**src/design/sita_pkg.sv**
```systemverilog
// ----------------------------------------------------------------------------
// sita_pkg
// Shared widths, register indexes and the word type that moves along the
// cell row of the strided index to address generator.
// ----------------------------------------------------------------------------
package sita_pkg;

    localparam int MAX_DIMS  = 3;
    localparam int REG_DIMS  = 3;
    localparam int DIM_LIM   = (MAX_DIMS < REG_DIMS) ? MAX_DIMS : REG_DIMS;

    localparam int IDX_W     = 48;
    localparam int ADDR_W    = 50;
    localparam int SIZE_W    = 16;
    localparam int STRIDE_W  = 32;
    localparam int BASE_W    = 32;
    localparam int PROD_W    = SIZE_W + STRIDE_W;
    localparam int DIM_CNT_W = 2;

    localparam int CFG_IDX_W = 3;
    localparam int CFG_W     = 32;

    localparam logic [CFG_IDX_W-1:0] REG_DIM_COUNT = 3'd0;
    localparam logic [CFG_IDX_W-1:0] REG_SIZE_D0   = 3'd1;
    localparam logic [CFG_IDX_W-1:0] REG_SIZE_D1   = 3'd2;
    localparam logic [CFG_IDX_W-1:0] REG_SIZE_D2   = 3'd3;
    localparam logic [CFG_IDX_W-1:0] REG_STRIDE_D0 = 3'd4;
    localparam logic [CFG_IDX_W-1:0] REG_STRIDE_D1 = 3'd5;
    localparam logic [CFG_IDX_W-1:0] REG_STRIDE_D2 = 3'd6;
    localparam logic [CFG_IDX_W-1:0] REG_BASE      = 3'd7;

    // Running index (quotient bits shift in at the bottom), partial
    // remainder and accumulated address.
    typedef struct packed {
        logic [IDX_W-1:0]  rest;
        logic [SIZE_W-1:0] rem;
        logic [ADDR_W-1:0] acc;
    } t_word;

endpackage

```
**src/design/sita_div_cell.sv**
```systemverilog
// ----------------------------------------------------------------------------
// sita_div_cell
// One restoring division step: shift one dividend bit into the partial
// remainder, subtract the divisor when it fits, shift the quotient bit in.
// ----------------------------------------------------------------------------
module sita_div_cell (
    input  logic                        i_clk,
    input  logic                        i_rst_n,
    input  logic                        i_en,
    input  logic                        i_valid,
    input  sita_pkg::t_word             i_word,
    input  logic [sita_pkg::SIZE_W-1:0] i_divisor,
    output logic                        o_valid,
    output sita_pkg::t_word             o_word
);
    import sita_pkg::*;

    logic            r_valid;
    t_word           r_word;
    t_word           n_word;
    logic [SIZE_W:0] w_trial;
    logic [SIZE_W:0] w_diff;
    logic            w_fit;

    always_comb begin
        w_trial = {i_word.rem, i_word.rest[IDX_W-1]};
        w_diff  = w_trial - {1'b0, i_divisor};
        w_fit   = (w_trial >= {1'b0, i_divisor});
        n_word.acc  = i_word.acc;
        n_word.rest = {i_word.rest[IDX_W-2:0], w_fit};
        n_word.rem  = w_fit ? w_diff[SIZE_W-1:0] : w_trial[SIZE_W-1:0];
    end

    always_ff @(posedge i_clk) begin
        if (!i_rst_n) begin
            r_valid <= 1'b0;
        end else if (i_en) begin
            r_valid <= i_valid;
        end
    end

    always_ff @(posedge i_clk) begin
        if (i_en) begin
            r_word <= n_word;
        end
    end

    assign o_valid = r_valid;
    assign o_word  = r_word;

    a_rem_below_divisor: assert property (@(posedge i_clk) disable iff (!i_rst_n)
        (i_en && i_valid && i_divisor != '0 && i_word.rem < i_divisor)
        |=> (r_word.rem < $past(i_divisor)))
        else $error("partial remainder reached the divisor");

endmodule

```
**config.mk**
```make
export PLATFORM = sky130hd
export DESIGN_NAME = sita_div_cell
export DESIGN_NICKNAME = d
export VERILOG_FILES = /design/src/design/sita_pkg.sv /design/src/design/sita_div_cell.sv
export SDC_FILE = /design/constraint.sdc
export NUM_CORES = 1
export LEC_CHECK = 0
export ABC_AREA = 1
export BUFFER_PORTS_ARGS = -buffer_cell sky130_fd_sc_hd__buf_2
export CORE_AREA = 2 2 107 109
export CTS_BUF_LIST = sky130_fd_sc_hd__clkbuf_8
export CTS_CLUSTER_SIZE = 8
export DETAILED_ROUTE_END_ITERATION = 8
export DIE_AREA = 0 0 109 111
export PLACE_DENSITY = 0.78
export SLEW_MARGIN = 0
export SYNTH_ARGS = -nofsm -noshare
export SYNTH_HDL_FRONTEND = slang
export SYNTH_SLANG_ARGS = --single-unit
```
**constraint.sdc**
```tcl
create_clock -name i_clk -period 2.35 [get_ports i_clk]
set_input_delay 0.705 -clock i_clk [delete_from_list [all_inputs] [get_ports i_clk]]
set_output_delay 0.705 -clock i_clk [all_outputs]
set_load 0.005 [all_outputs]
```
==> metrics.yaml <==
r2r_setup_slack_ps: 1660
yosys_warnings: 0
vias: 3847
chipWidth_um: 109
yosysMostFrequentCell: "nand2_1"
cp_max_fo: 5
worst_path_largest_cell_delay_ps: 380
crit_required_ps: 2520
min_path_type: "input pin to flip-flop"
synth_top_area_share_pct: 71.7
syn_area_sq_um: 4780
rows: 39
ctsResizeCount: 0
netlist_instances: 387
fin_crit_ps: 2010
grt_pass1_vias: 3859
maxCapViolCount: 0
totalWireLength_um: 13100
clk_latency_ps: 420
hold_depth: 1
p_sw_uw: 1210
finalMaxSlewViolations: 0
netlist_top_cells_count: "nand2_1, edfxtp_1, inv_1, nand3_1"
setup_viol: 0
met2_length_um: 7110
postCtsSetupBuffers: 0
p_leak_uw: 0.00343
clkTransAtPathRegs_ps: 70
clockBufferDepth: 2
die_h_um: 111
crit_family: "simple AND/OR/NAND/NOR gates"
fill_cells: 877
yosysUniqueCellTypes: 23
dp_hpwl_um: 10500
initial_core_util_pct: 43.1
tns_ps: 0
cts_tree: "yes"
p_int_uw: 3960
cp.depth: 12
clock_sinks: 115
reg2regPathDepth: 2
pwr-share-seq_pct: 48.5
p_clk_share_pct: 36.2
ys.flop_type: "edfxtp_1"
synth_top_area_cell: "edfxtp_1"
htree_levels: 4
wl_met3_um: 1070
multi_input_area_sq_um: 1060
grt_first_pass_wirelength_um: 19200
setup_ws_ps: 340
viasPerCell: 4.54
synth_nets: 538
ioPinCount: 249
start_kind: "input pin"
core_area_sq_um: 11100
die-area_sq_um: 12100
grt_setup_unrepaired: "no"
path_class: "input pin to flip-flop"
synth_seq_cells: 115
regArea_sq_um: 3440
slew_headroom_pct: 68.0
grt_max_degree: 42
netlist_top_cells_area: "edfxtp_1, nand2_1, inv_1, ha_1, nand3_1"
post-place-ws_ps: -63.1
path_cells: "buf_2, ha_1, nand2_2, nor2_2, nand3_1, nand3_2, nand2_1, nand2_2, inv_1, buf_4, nand2_1, nand2_1"
clock_skew_ps: 0
top_layer: "met4"
root_buffer: "clkbuf_8"
power_density_nw_per_um2: 751
worst_pin_slew_ps: 480
fmax_ghz: 0.498
drc: 0
io_buffer_count: 248
arrival_ps: 2180
cp_common_cell: "nand2_1"
ir_drop_mv: 0.421
hold_viol_final: 0
yosysSeqAreaShare_pct: 72.1
cts_buffers: 17
antenna_left: 0
end_kind: "flip-flop"
antenna_found_initial: 0
area_growth_pct: 44.3
drive_above_1_share_pct: 46.1
cts_hold_buf: 0
overflow: 0
wl_met1_um: 4700
critPathSlowestCell: "ha_1"
comb_power_share_pct: 15.3
place.gp.congestion: 0.910
synth_edf_count: 114
fin_crit_sh_pct: 85.5
grt_use_total_pct: 21.5
cp_num_buf_inv: 3
avgSynthCellArea_sq_um: 12.3
power.share.switching_pct: 23.4
post_drt_wl_per_cell_um: 15.5
finalNetCount: 841
first_pass_iters: 4
status: "finished, final reports clean"
drt_iter0_drc: 221
async_flop_share_pct: 0
## power groups by stage
stage | clock network (uW) | logic, uW | registers [uW]
after floorplan | 0 | 273 | 2580
after global placement | 0 | 773 | 2550
after detailed placement | 0 | 796 | 2560
after CTS | 1900 | 800 | 2510
after global routing | 1990 | 874 | 2530
final | 1870 | 792 | 2510
## final timing paths
check / startpoint / to
worst max-delay path: i_word[56] / o_word[58]$_DFFE_PP_
worst min register to register: o_valid$_SDFFE_PN0P_ / o_valid$_SDFFE_PN0P_
worst min-delay path: i_word[7] / o_word[7]$_DFFE_PP_
worst max register to register: o_valid$_SDFFE_PN0P_ / o_valid$_SDFFE_PN0P_
## cell families after synthesis
family          share of synthesized area (%)
buf+inv                                  5.69
compound gates                           1.52
simple gates                             15.0
xor+xnor                                 1.10
fa+ha+maj                                4.61
flops                                    72.1
## placed cells by master, fill, tap and decap left out
master,count
or2_2,1
and2_1,2
edfxtp_1,114
clkinvlp_4,2
a21oi_1,10
dfxtp_1,1
xor2_1,5
nand2_1,120
clkbuf_8,20
o21ai_0,3
nand3_2,2
bufinv_16,3
nand3b_1,2
buf_4,38
buf_2,247
inv_6,1
inv_1,64
ha_1,16
nand2_2,2
fa_1,1
xnor2_1,1
nand3_1,17
diode_2,1
nor2_1,16
buf_12,2
clkinv_2,3
o21bai_1,1
nand4_1,4
nor3_1,2
nor2_2,3
## metrics by stage
step / cell area (sq um) / total power (uW) / util, % / hold WS, ps / cells
after floorplan: 4780 / 2860 / - / 525 / 387
after global placement: 6470 / 3320 / 58.4 / 532 / 814
after detailed placement: 6470 / 3350 / 58.4 / 584 / 814
after CTS: 6890 / 5220 / 62.2 / 427 / 846
after global routing: 6890 / 5390 / 62.2 / 425 / 846
final: 6890 / 5170 / 62.2 / 447 / 847
## flip-flops by register name (all words and copies together) (netlist names)
| signal | count |
|---|---|
| o_valid | 1 |
| o_word | 114 |
## final cells by class
class / instances / share of cell area [%]
sequential: 115 / 50.0
tap: 143 / 2.60
multi-input combinational: 208 / 15.4
timing repair buffer: 287 / 22.7
clock buffer: 20 / 3.99
clock inverter: 12 / 2.03
inverter: 61 / 3.32
antenna: 1 / 0.0363
## routing by layer
layer | GRT usage (%) | up-vias
met3 | 7.23 | 21
met2 | 39.3 | 144
met1 | 22.2 | 1779
met4 | 7.78 | 0
li1 | - | 1903
met5 | 0 | -
No activity file was read; power rests on OpenSTA's default activity.
