<file path="src/design/sita_pkg.sv">
// ----------------------------------------------------------------------------
// sita_pkg
// Shared widths, register indexes and the word type that moves along the
// cell row of the strided index to address generator.
// ----------------------------------------------------------------------------
package sita_pkg;

    localparam int MAX_DIMS  = 3;
    localparam int REG_DIMS  = 3;
    localparam int DIM_LIM   = (MAX_DIMS < REG_DIMS) ? MAX_DIMS : REG_DIMS;

    localparam int IDX_W     = 48;
    localparam int ADDR_W    = 50;
    localparam int SIZE_W    = 16;
    localparam int STRIDE_W  = 32;
    localparam int BASE_W    = 32;
    localparam int PROD_W    = SIZE_W + STRIDE_W;
    localparam int DIM_CNT_W = 2;

    localparam int CFG_IDX_W = 3;
    localparam int CFG_W     = 32;

    localparam logic [CFG_IDX_W-1:0] REG_DIM_COUNT = 3'd0;
    localparam logic [CFG_IDX_W-1:0] REG_SIZE_D0   = 3'd1;
    localparam logic [CFG_IDX_W-1:0] REG_SIZE_D1   = 3'd2;
    localparam logic [CFG_IDX_W-1:0] REG_SIZE_D2   = 3'd3;
    localparam logic [CFG_IDX_W-1:0] REG_STRIDE_D0 = 3'd4;
    localparam logic [CFG_IDX_W-1:0] REG_STRIDE_D1 = 3'd5;
    localparam logic [CFG_IDX_W-1:0] REG_STRIDE_D2 = 3'd6;
    localparam logic [CFG_IDX_W-1:0] REG_BASE      = 3'd7;

    // Running index (quotient bits shift in at the bottom), partial
    // remainder and accumulated address.
    typedef struct packed {
        logic [IDX_W-1:0]  rest;
        logic [SIZE_W-1:0] rem;
        logic [ADDR_W-1:0] acc;
    } t_word;

endpackage

</file>
<file path="src/design/sita_mac_cell.sv">
// ----------------------------------------------------------------------------
// sita_mac_cell
// Closes one dimension: multiply the remainder by the stride, then add it
// into the address and clear the remainder for the next dimension.
// ----------------------------------------------------------------------------
module sita_mac_cell (
    input  logic                          i_clk,
    input  logic                          i_rst_n,
    input  logic                          i_en,
    input  logic                          i_valid,
    input  sita_pkg::t_word               i_word,
    input  logic [sita_pkg::SIZE_W-1:0]   i_extent,
    input  logic [sita_pkg::STRIDE_W-1:0] i_stride,
    output logic                          o_valid,
    output sita_pkg::t_word               o_word
);
    import sita_pkg::*;

    logic              r_valid_a;
    t_word             r_word_a;
    logic [PROD_W-1:0] r_prod;
    t_word             n_word_a;
    logic [PROD_W-1:0] n_prod;
    logic              r_valid_b;
    t_word             r_word_b;
    t_word             n_word_b;

    always_comb begin
        n_word_a = i_word;
        n_word_a.rem = '0;
        if (i_extent == '0) begin
            // zero extent: no contribution, outer dimensions see index zero
            n_word_a.rest = '0;
            n_prod        = '0;
        end else begin
            n_prod = i_word.rem * i_stride;
        end
    end

    always_comb begin
        n_word_b     = r_word_a;
        n_word_b.acc = r_word_a.acc + ADDR_W'(r_prod);
    end

    always_ff @(posedge i_clk) begin
        if (!i_rst_n) begin
            r_valid_a <= 1'b0;
            r_valid_b <= 1'b0;
        end else if (i_en) begin
            r_valid_a <= i_valid;
            r_valid_b <= r_valid_a;
        end
    end

    always_ff @(posedge i_clk) begin
        if (i_en) begin
            r_word_a <= n_word_a;
            r_prod   <= n_prod;
            r_word_b <= n_word_b;
        end
    end

    assign o_valid = r_valid_b;
    assign o_word  = r_word_b;

    a_zero_extent: assert property (@(posedge i_clk) disable iff (!i_rst_n)
        (i_en && i_valid && i_extent == '0)
        |=> (r_valid_a && r_word_a.rest == '0 && r_prod == '0))
        else $error("zero extent left a nonzero index or product");

    a_rem_cleared: assert property (@(posedge i_clk) disable iff (!i_rst_n)
        (i_en && r_valid_a) |=> (r_valid_b && r_word_b.rem == '0))
        else $error("remainder not cleared between dimensions");

endmodule

</file>
<file path="config.mk">
export PLATFORM = sky130hd
export DESIGN_NAME = sita_mac_cell
export DESIGN_NICKNAME = d
export VERILOG_FILES = /design/src/design/sita_pkg.sv /design/src/design/sita_mac_cell.sv
export SDC_FILE = /design/constraint.sdc
export NUM_CORES = 2
export LEC_CHECK = 0
export ABC_CLOCK_PERIOD_IN_PS = 7300
export BUFFER_PORTS_ARGS = -buffer_cell sky130_fd_sc_hd__buf_4
export CAP_MARGIN = 20
export CORE_MARGIN = 1
export CORE_UTILIZATION = 55
export DETAILED_ROUTE_END_ITERATION = 16
export PLACE_DENSITY_LB_ADDON = 0.12
export SLEW_MARGIN = 25
export SYNTH_ARGS = -nofsm -noshare
export SYNTH_HDL_FRONTEND = slang
export SYNTH_SLANG_ARGS = --single-unit
</file>
<file path="constraint.sdc">
create_clock -name i_clk -period 7.3 [get_ports i_clk]
set_input_delay 0 -clock i_clk [delete_from_list [all_inputs] [get_ports i_clk]]
set_output_delay 0 -clock i_clk [all_outputs]
set_load 0.05 [all_outputs]
</file>
==> summary.txt <==
Logic synthesis
  • Post-synthesis compound-gate area fraction: 7.88%
  • Synth Area in Simple Gates: 15.3%
  • Adder-cell share of the synthesized area: between 30% and 40%
  • Synth Instances: 2,682
  • Post-synthesis mux area share: 0.147%
  • Largest family of logic cells by synthesized area: adder cells
  • Synthesis Warnings: 0
  • Number of flops mapped to enable cells by yosys: 244
  • Area contributors post-synth: fa_1 (31%), edfxtp_1 (27%), ha_1 (7.7%), inv_1 (6.4%), and2_1 (6.1%)
  • Most frequent cell after synthesis: inv_1
  • Xor and xnor area share after synthesis: 2.42%
  • Post-synth top cells: inv_1 (460), fa_1 (419), nand2_1 (369)
  • Syn avg cell area: 10.1 um^2
  • Leading register cell type out of synthesis: edfxtp_1
  • Register area share after synthesis: ~27%
  • Post-synthesis cell area: 27,200 um^2
  • Synth Register Bits: 246
  • Area fraction of the dominant cell type after synthesis: 30.9%
  • Largest area contributor in the netlist: fa_1
  • Async SR Flop Fraction: 0%
  • Distinct cells, synth: 78

Die
  • Initial Utilization: 55.6%
  • Chip width: roughly 220 um
  • Floorplan row count: 81
  • Core Region: 48,800 um^2
  • Die Y: roughly 220 um
  • Die area: around 50,000 um^2
  • Num ports: 281

Route
  • Vias: 19,600
  • First DRT Iteration DRCs: 1,199
  • Vias per cell: 5.39
  • Final ANT Viol Nets: 0
  • Residual DRC: 0
  • Wire length per cell: 18.5 um
  • WL final: 67,100 um
  • DRT Pass-1 Iters: 7

CTS
  • Clk sinks: ~250
  • CTS resizes: 0
  • Root Buffer: clkbuf_16
  • Max Root-Sink Buffers: 3
  • Inserted Clock Buffers: 23
  • Number of H-tree levels: 1
  • Clock Pin Slew Worst Setup and Hold Paths: 0.06 ns
  • Worst-Skew Late Latency: 0.53 ns
  • CTS tree: done

Critical path
  • Worst EP arrival: 6.42 ns
  • Setup crit start kind: input port
  • Critical path class: input port to flop
  • Path depth of the worst reg2reg path: 10
  • Crit Reg-Reg Endpoint: o_word[41]$_DFFE_PP_
  • R2R Setup Slk: 3.78 ns
  • CP max FO: 32
  • CP peak stage delay: 0.66 ns
  • Critical path's most frequent cell: fa_1
  • Worst setup EP type: flop
  • Critical R2R Launch: r_word_a[4]$_DFFE_PP_
  • Slowest cell on crit path: a211oi_1
  • WP data required: 7.58 ns
  • Worst-path cell chain: buf_4 > nand2_1 > fa_1 > fa_1 > fa_1 > fa_1 > inv_1 > fa_1 > inv_1 > fa_1 > inv_1 > ha_1 > o21a_1 > o211a_1 > a211oi_1 > o211ai_2 > and3b_1 > o21ai_1 > a21oi_1 > o211ai_1 > a21bo_2

STA
  • Post-route setup TNS: 0 ns
  • Tightest Pin Transition: 0.953 ns
  • RSZ-0062 raised after global routing: false
  • Post-layout min period: just over 6 ns
  • Worst slew margin: 36.5%
  • Fin crit share: a little over four fifths
  • FMAX: 0.163 GHz
  • Final setup violation count: 0
  • Final Hold Vio Count: 0
  • Max Slew Vio Count: 0
  • Clk_skew: 0.0207 ns

Min path
  • Worst hold stages: 1
  • HP Class: input port to flop
  • Hold_sp: i_en
  • Sink of the worst hold path: n_word_b[102]$_SDFFCE_PN0P_

Global routing
  • Total gr overflow: 0
  • Pin count of the biggest net entering global routing: between 100 and 150
  • Total GRT Usage: 27.4%
  • Initial antenna violation count: 1
  • Vias in the first global route: roughly 21,000
  • Global-route wire length before repair: 109,000 um

Finish
  • Fin nets: 3,708
  • Layout cell share with drive strength beyond 1: 10.9%
  • # fillers: 3,955
  • Layout area overhead: 15.2%
  • Inserted Diodes: 0

Placement
  • Post-DP HPWL: roughly 51,000 um
  • Final RePlAce weighted congestion: around 0.87
  • IO buf count: 264

Run status
  • Status: finished clean

Job
  • Max Cap Viol: 0
==> how the worst max path moves through the flow <==
stage,from,endpoint,slack (ns),cells after the start
detailed placement,i_word[51],r_prod[47]$_SDFFCE_PN0P_,0.70,21
global placement,i_word[52],r_prod[47]$_SDFFCE_PN0P_,0.78,21
finish,i_word[52],r_prod[47]$_SDFFCE_PN0P_,1.16,21
floorplan,i_stride[10],r_prod[47]$_SDFFCE_PN0P_,1.43,21
CTS,i_word[51],r_prod[47]$_SDFFCE_PN0P_,1.24,21
global route,i_word[52],r_prod[47]$_SDFFCE_PN0P_,0.89,21
==> per-layer routing <==
metal | up-vias | global-route usage [%] | part of all wire, %
met4 | 2 | 6.25 | 1.9
li1 | 9008 | - | -
met3 | 93 | 4.19 | 7.4
met5 | - | 0 | 0.019
met2 | 741 | 45.1 | 46
met1 | 9725 | 38.6 | 44
==> stage by stage <==
| step | area, um^2 | hold WS (ns) | worst slack, ns | instances | utilization, % |
|---|---|---|---|---|---|
| after floorplan | 27200 | 0.0989 | 1.43 | 2697 | - |
| after global placement | 29500 | 0.179 | 0.780 | 3493 | 60.4 |
| after detailed placement | 29500 | 0.180 | 0.702 | 3493 | 60.4 |
| after CTS | 31300 | 0.0456 | 1.24 | 3633 | 64.1 |
| after global routing | 31300 | 0.0857 | 0.888 | 3633 | 64.1 |
| final | 31300 | 0.0349 | 1.16 | 3633 | 64.1 |
==> cell usage in the layout (no fill, tap or decap), types with 4 or more instances in the layout <==
cell           Yosys  final
edfxtp_1         244    244
and2_1           265    265
a21oi_1          106    106
o31ai_1            6      6
dlygate4sd3_1      0    101
o21a_1            19     19
o21bai_1          18     18
clkbuf_16          0     23
bufinv_16          0      5
nor4_1             8      8
o21ai_1           11     11
a31oi_1           14     14
nor2b_1           10     10
a211oi_1           4      4
o21ai_0           33     33
conb_1             1     16
inv_1            460    460
nand4_1           19     19
nand2_1          369    369
a21o_1            59     59
nand2b_1           4      4
nor2_1            86     86
fa_1             419    419
xor2_1            27     27
nor3_1            23     23
nand3_1           33     33
xnor2_1           48     48
buf_4             16    268
ha_1             168    168
mux2i_1            4      4
and3_1            15     15
or3_1              4      4
==> cell families after synthesis <==
kind of cell | count (synthesis)
XOR/XNOR | 75
flip-flops | 246
other | 1
AND/OR/NAND/NOR | 852
buffers and inverters | 597
adder cells (fa/ha/maj) | 587
multiplexers | 4
AO/OA/AOI/OAI | 320
==> repair_timing <==
item / in CTS / in global routing
setup buffers: 0 / 0
hold endpoints to repair: 101 / 0
hold buffers: 101 / 0
==> registers in the layout, indices dropped and copies added (netlist names) <==
register	count
r_word_a	50
r_prod	48
n_word_b	48
r_valid_a	1
o_word	98
o_valid	1
==> final cells by class <==
type	count	area (um^2)	area share [%]
multi-input combinational	1854	17500	56.1
sequential	246	7370	23.5
timing repair buffer	370	3040	9.71
inverter	460	1730	5.52
tap	664	831	2.65
clock buffer	25	583	1.86
clock inverter	14	210	0.672
==> critical path, delay by kind of cell <==
family | cells | cell delay, ns
AOI/OAI and AO/OA | 8 | 2.10
buffers and inverters | 4 | 0.49
and+or+nand+nor | 2 | 0.38
adders and majority gates | 7 | 3.40
Power is not shown: default switching activity piles up to over one toggle a cycle in this logic, so the estimate is an artifact.
